===== src/psu_pkg.sv =====
// shared types, constants and helpers for the particle update pipeline
`default_nettype none
package psu_pkg;

   localparam int unsigned NumCsr = 8;
   localparam int unsigned CsrIdxWidth = 3;
   localparam int unsigned QuoWidth = 16;

   typedef enum logic [CsrIdxWidth-1:0] {
      CSR_START_COLOR = 3'd0,
      CSR_END_COLOR   = 3'd1,
      CSR_START_ALPHA = 3'd2,
      CSR_END_ALPHA   = 3'd3,
      CSR_EFFECT_MODE = 3'd4,
      CSR_SHRINK_END  = 3'd5,
      CSR_GRAVITY_X   = 3'd6,
      CSR_GRAVITY_Y   = 3'd7
   } csr_idx_type;

   typedef struct packed {
      logic        alive_in;
      logic [31:0] age_in;
      logic [31:0] lifetime;
      logic signed [31:0] vel_x_in;
      logic signed [31:0] vel_y_in;
      logic signed [31:0] pos_x_in;
      logic signed [31:0] pos_y_in;
      logic signed [31:0] angle_in;
      logic signed [31:0] spin_rate;
      logic [31:0] base_size;
      logic [31:0] time_step;
   } req_type;

   typedef struct packed {
      logic        alive_out;
      logic [31:0] age_out;
      logic signed [31:0] vel_x_out;
      logic signed [31:0] vel_y_out;
      logic signed [31:0] pos_x_out;
      logic signed [31:0] pos_y_out;
      logic signed [31:0] angle_out;
      logic [31:0] color_out;
      logic [16:0] alpha_out;
      logic [31:0] size_out;
   } rsp_type;

   typedef struct packed {
      logic [31:0] start_color;
      logic [31:0] end_color;
      logic [16:0] start_alpha;
      logic [16:0] end_alpha;
      logic [1:0]  effect_mode;
      logic [23:0] shrink_end_scale;
      logic signed [31:0] gravity_x;
      logic signed [31:0] gravity_y;
   } cfg_type;

   // per-stage control travelling beside the data
   typedef struct packed {
      logic valid;
      logic live;
      logic died;
   } stage_ctl_type;

   // floor(p / 65536) of a signed 64 bit product, added and saturated
   function automatic logic signed [31:0] sat_add(input logic signed [31:0] x,
                                                 input logic signed [63:0] p);
      logic signed [48:0] s;
      s = 49'(x) + 49'($signed(p[63:16]));
      if (s > 49'sd2147483647) return 32'sh7fffffff;
      if (s < -49'sd2147483648) return 32'sh80000000;
      return s[31:0];
   endfunction

   // a + (b-a)*t/65536 floored, unsigned ends up to 24 bits
   function automatic logic [24:0] blend(input logic [24:0] a, input logic [24:0] b,
                                         input logic [15:0] t);
      logic signed [43:0] s;
      s = $signed({1'b0, a, 16'd0}) + ($signed({1'b0, b}) - $signed({1'b0, a}))
          * $signed({1'b0, t});
      return s[40:16];
   endfunction

endpackage
`default_nettype wire


===== src/psu_div.sv =====
// pipelined restoring divider giving t = floor(age * 65536 / lifetime), one bit per stage
`default_nettype none
module psu_div #(
   parameter int unsigned Bits = psu_pkg::QuoWidth
) (
   input  wire logic        clock,
   input  wire logic        enable,
   input  wire logic [31:0] num,
   input  wire logic [31:0] den,
   output logic [Bits-1:0]  quo
);
   // age < lifetime, so remainder always fits below den
   logic [32:0]     rem_ff [Bits];
   logic [31:0]     den_ff [Bits];
   logic [Bits-1:0] q_ff   [Bits];

   for (genvar i = 0; i < Bits; i++) begin : g_step
      logic [32:0]     rem_prev;
      logic [31:0]     den_prev;
      logic [Bits-1:0] q_prev;
      logic [33:0]     sh_in;
      logic [33:0]     diff_in;
      if (i == 0) begin : g_first
         assign rem_prev = {1'b0, num};
         assign den_prev = den;
         assign q_prev   = '0;
      end else begin : g_next
         assign rem_prev = rem_ff[i-1];
         assign den_prev = den_ff[i-1];
         assign q_prev   = q_ff[i-1];
      end
      assign sh_in   = {rem_prev, 1'b0};
      assign diff_in = sh_in - {2'b0, den_prev};
      always_ff @(posedge clock) begin
         if (enable) begin
            den_ff[i] <= den_prev;
            if (!diff_in[33]) begin
               rem_ff[i] <= diff_in[32:0];
               q_ff[i]   <= {q_prev[Bits-2:0], 1'b1};
            end else begin
               rem_ff[i] <= sh_in[32:0];
               q_ff[i]   <= {q_prev[Bits-2:0], 1'b0};
            end
         end
      end
   end

   assign quo = q_ff[Bits-1];
endmodule
`default_nettype wire


===== config.mk =====
export PLATFORM = sky130hd
export DESIGN_NAME = psu_div
export DESIGN_NICKNAME = d
export VERILOG_FILES = /design/src/psu_pkg.sv /design/src/psu_div.sv
export SDC_FILE = /design/constraint.sdc
export NUM_CORES = 2
export LEC_CHECK = 0
export ABC_AREA = 1
export CAP_MARGIN = 20
export CORE_MARGIN = 1
export CORE_UTILIZATION = 61
export CTS_CLUSTER_DIAMETER = 150
export DETAILED_ROUTE_END_ITERATION = 6
export DONT_BUFFER_PORTS = 1
export PLACE_DENSITY = 0.89
export SLEW_MARGIN = 20
export SYNTH_ARGS = -nofsm -noshare
export SYNTH_HDL_FRONTEND = slang
export SYNTH_SLANG_ARGS = --single-unit

===== constraint.sdc =====
create_clock -name clock -period 6.8 [get_ports clock]
set_clock_uncertainty 0.05 [all_clocks]
set_input_delay 1.36 -clock clock [delete_from_list [all_inputs] [get_ports clock]]
set_output_delay 1.36 -clock clock [all_outputs]
set_load 0.01 [all_outputs]

# [Word-level counts from Yosys, hierarchy flattened]
# Memory sizes are Yosys's and may differ from the RTL's.
# Cells that the tools add are included.
[classes] muxes=130 n_addsub=16 n_bitwise=32
[op_table] cell="2-to-1 mux 33 bit" count=16
[op_table] cell="subtractor 34 x 32 -> 34 bit" count=15
[op_table] cell="2-to-1 mux 16 bit" count=16
[op_table] cell="2-to-1 mux 1 bit" count=98
[op_table] cell="subtractor 33 x 32 -> 34 bit" count=1
[op_table] cell="bitwise OR 1 bit" count=32
[word_totals] regBits=0 mem_bits_rw=1296 elab_cells=181 out_inout_bits=16 in_bits=66 memories=3
[mem_list] name="rem_ff" depth=16 word_bits=33 read_ports=15 rd_ports_with_merged_regs=0 write_ports=16 line="psu_div.sv:13" rtl="logic [32:0] rem_ff [Bits];"
[mem_list] name="den_ff" depth=16 word_bits=32 read_ports=15 rd_ports_with_merged_regs=0 write_ports=16 line="psu_div.sv:14" rtl="logic [31:0] den_ff [Bits];"
[mem_list] name="q_ff" depth=16 word_bits=16 read_ports=16 rd_ports_with_merged_regs=0 write_ports=16 line="psu_div.sv:15" rtl="logic [Bits-1:0] q_ff [Bits];"

# [Logic depth before layout (Yosys ltp)]
# An unclocked memory read counts as a cell.
[logic_depth] word_depth=6 ltp_mapped=17 ltp_nobuf=17

# [Least setup slack after synthesis]
# Ideal clock, no wire load.
[synth_timing] path_kind="input port to flip-flop" startpoint="in enable" endpoint="mem q_ff[1][16] (netlist name) (enable)" cell_stages=3 setup_slack_ns=3.335 setup_time_ns=0.415 path_buffers=3 required_time_ns=6.335 t_arrival_ns=3.000 path_cell_list="buf_2 clkbuf_1 clkbuf_1"
[synth_rtl] item="start, declared" line="psu_div.sv:7" rtl="input wire logic enable,"
[synth_rtl] item="end, declared" line="psu_div.sv:15"

==> metrics.md <==
| Metric | Value |
|---|---|
| Outcome | finished, violations left |
| Failing checks | design-rule violations |
| Drt pass-1 iters | 7 |
| Final hold violations | 0 |
| Setup crit end kind | flip-flop |
| FMAX | 0.177 GHz |
| Ports | 82 |
| Req. time, crit path | 7260 ps |
| Critical Path, Cell by Cell | buf_16 > buf_16 > buf_16 > buf_16 > buf_16 > buf_16 > buf_16 > nand3_4 > buf_12 > nand2_2 > nand2_1 |
| Setup violators final | 0 |
| Commonest non-fill, non-tap cell in the layout | nand2_1 |
| Initial antenna violation count | 1 |
| Largest net degree at the start of global routing | 263 |
| CTS Hold Buffers Added | 0 |
| Max_cap viols | 0 |
| Vias in the first global route | 61.5k |
| Worst vdd ir | 0.320 mV |
| Fin util | 66.1% |
| H-tree levels | 3 |
| Area leader, netlist | edfxtp_1 |
| Number of flops mapped to enable cells by yosys | 1109 |
| Drt total wl | 228000 um |
| Ys flop type | edfxtp_1 |
| CP Launch Type | input port |
| Average via count per standard cell | 5.91 |
| Core Rows | 128 |
| Power Density | 444 nW/um2 |
| Clock buffer depth | 3 |
| Post-route setup TNS | 0 ps |
| TritonCTS clock tree | built |
| Resize count post-CTS | 0 |
| Via count | 66.2k |
| CTS sink cnt | 1111 |
| Async S/R FF share, synth | 0% |
| Lkg Pwr | 0.0390 uW |
| Chip Height | 354 um |
| Number of nets in the layout | 10.1k |
| Syn_area_per_cell | 7.93 um2 |
| CP max stage delay | 640 ps |
| Crit Path Category | input port to flip-flop |
| Slowest cell on crit path | buf_16 |
| Crit-path most repeated cell | buf_16 |
| Core ar. | 122000 um2 |
| Normalized max-slew margin | 34.0% |
| Initial Utilization | 61.8% |
| Layout area overhead | 6.97% |
| Top cells by area, synth | edfxtp_1, nand2_1, ha_1 |
| Port bufs | 0 |
| Area share of the largest cell type after synthesis | 44.0% |
| Yosys reg bits | 1111 |
| Hold WC Path Type | flip-flop to flip-flop |
| Sequential fraction of the synthesis area | 44.1% |
| Post-synthesis cell count | 9537 |
| Drt first-iter violations | 8915 |
| Final ANT Viol Nets | 0 |
| Inserted Clock Buffers | 118 |
| Least-Margin Pin Slew | 990 ps |
| First-pass GRT wire length | 351000 um |
| Post-DP HPWL | 174000 um |
| Share of cells above drive strength 1 | 3.94% |
| Routability cong. | 1.01 |
| Crit-path max FO | 184 |
| Unique masters post-synth | 40 |
| CP Data Arrival Time | 6110 ps |
| Post CTS Setup Buffer Count | 0 |
| Die footprint | 125000 um2 |
| Syn Nets | 10.1k |
| Gr usage total | 35.8% |
| Final min period | 5650 ps |
| Clk_lat worst skew | 790 ps |
| Mapped Area | 75600 um2 |
| Drt wl/cell | 20.4 um |
| DIE WIDTH | 354 um |
| Period utilization | 83.1% |
| Place WS | 99.5 ps |
| Clock Pin Slew Worst Setup and Hold Paths | 80 ps |
| Final Max Slew Viols | 0 |
| Worst path setup slack after routing | 1150 ps |
| Total grt overflow | 0 |
| Root Buffer | clkbuf_16 |
| Residual DRC | 2 |
| Yosys Warn Count | 0 |
| Most frequent cells in the layout | nand2_1, inv_1, edfxtp_1, nor2_1, a21oi_1 |
| Unrepaired setup endpoints after global routing | no |
worst max-delay path: cells and delay by family:
| family | cells | cell delay, ps |
|---|---|---|
| buffers and inverters | 8 | 3800 |
| and+or+nand+nor | 3 | 310 |
Yosys cell counts (18+ instances only):
library cell  count
o21ai_0         255
clkbuf_1         66
inv_1          1379
edfxtp_1       1109
nand3b_1         20
nand2_1        3186
and2_1           18
nand4_1         478
a21oi_1         530
nand3_2          48
nor3_1          104
ha_1            496
buf_2            81
nand2_2          55
xor2_1          211
nor2_1          780
xnor2_1          28
o21bai_1         43
a21o_1           90
buf_6            39
nand3_1         390
cell type report:
class / count / area [um2]
Antenna cell: 1 / 2.50
Multi-Input combinational cell: 6839 / 35800
Fill cell: 10371 / 41500
Sequential cell: 1111 / 33300
Clock buffer: 140 / 3070
Tap cell: 1625 / 2030
Clock inverter: 79 / 945
Inverter: 1384 / 5190
Timing Repair Buffer: 31 / 465
logic make-up after synthesis:
| logic type | after synthesis | synth area share, % |
|---|---|---|
| AOI/OAI and AO/OA | 950 | 6.82 |
| DFF | 1111 | 44.1 |
| adders and majority gates | 511 | 8.60 |
| and+or+nand+nor | 5139 | 29.2 |
| buffers and inverters | 1587 | 8.52 |
| xor gates and xnor gates | 239 | 2.77 |
state kept, by name, summed over array words and instances, names as in the netlist:
register	cells
rem_ff	495
q_ff	136
den_ff	480
where the power goes:
part / total, uW / switching, uW / internal (uW)
registers: 11600 / 1630 / 9950
logic: 17600 / 11900 / 5670
clock network: 6760 / 2970 / 3790
total: 35900 / 16500 / 19400
routing by layer:
layer  global-route usage (%)  vias to the layer above  share of wire [%]  wire, um
li1                         -                    31488                  -         -
met1                     51.0                    30838                 42     96300
met2                     55.6                     3399                 45    102000
met3                     5.69                      524                9.4     21400
met4                     12.6                        0                3.8      8700
met5                        0                        -                  0         0
per-stage QoR:
| stage | instances | total power, uW | cell area, um2 | hold WS (ps) |
|---|---|---|---|---|
| floorplan | 9537 | 23600 | 75600 | 350 |
| global placement | 10986 | 28300 | 76800 | 350 |
| detailed placement | 10987 | 28600 | 76800 | 355 |
| CTS | 11206 | 35500 | 80800 | 347 |
| global route | 11209 | 38200 | 80900 | 351 |
| finish | 11210 | 35900 | 80900 | 340 |
path summary, 6_finish.rpt:
kind                       start        endpoint  slack, ps  cells after the start
setup / recovery          enable  rem_ff[1][189]       1150                     11
hold / removal       q_ff[1][24]     q_ff[1][41]        340                      0
setup reg to reg  den_ff[1][176]  rem_ff[1][202]       3030                     12
hold reg to reg      q_ff[1][24]     q_ff[1][41]        340                      0
Power figures use the tool's default switching activity.
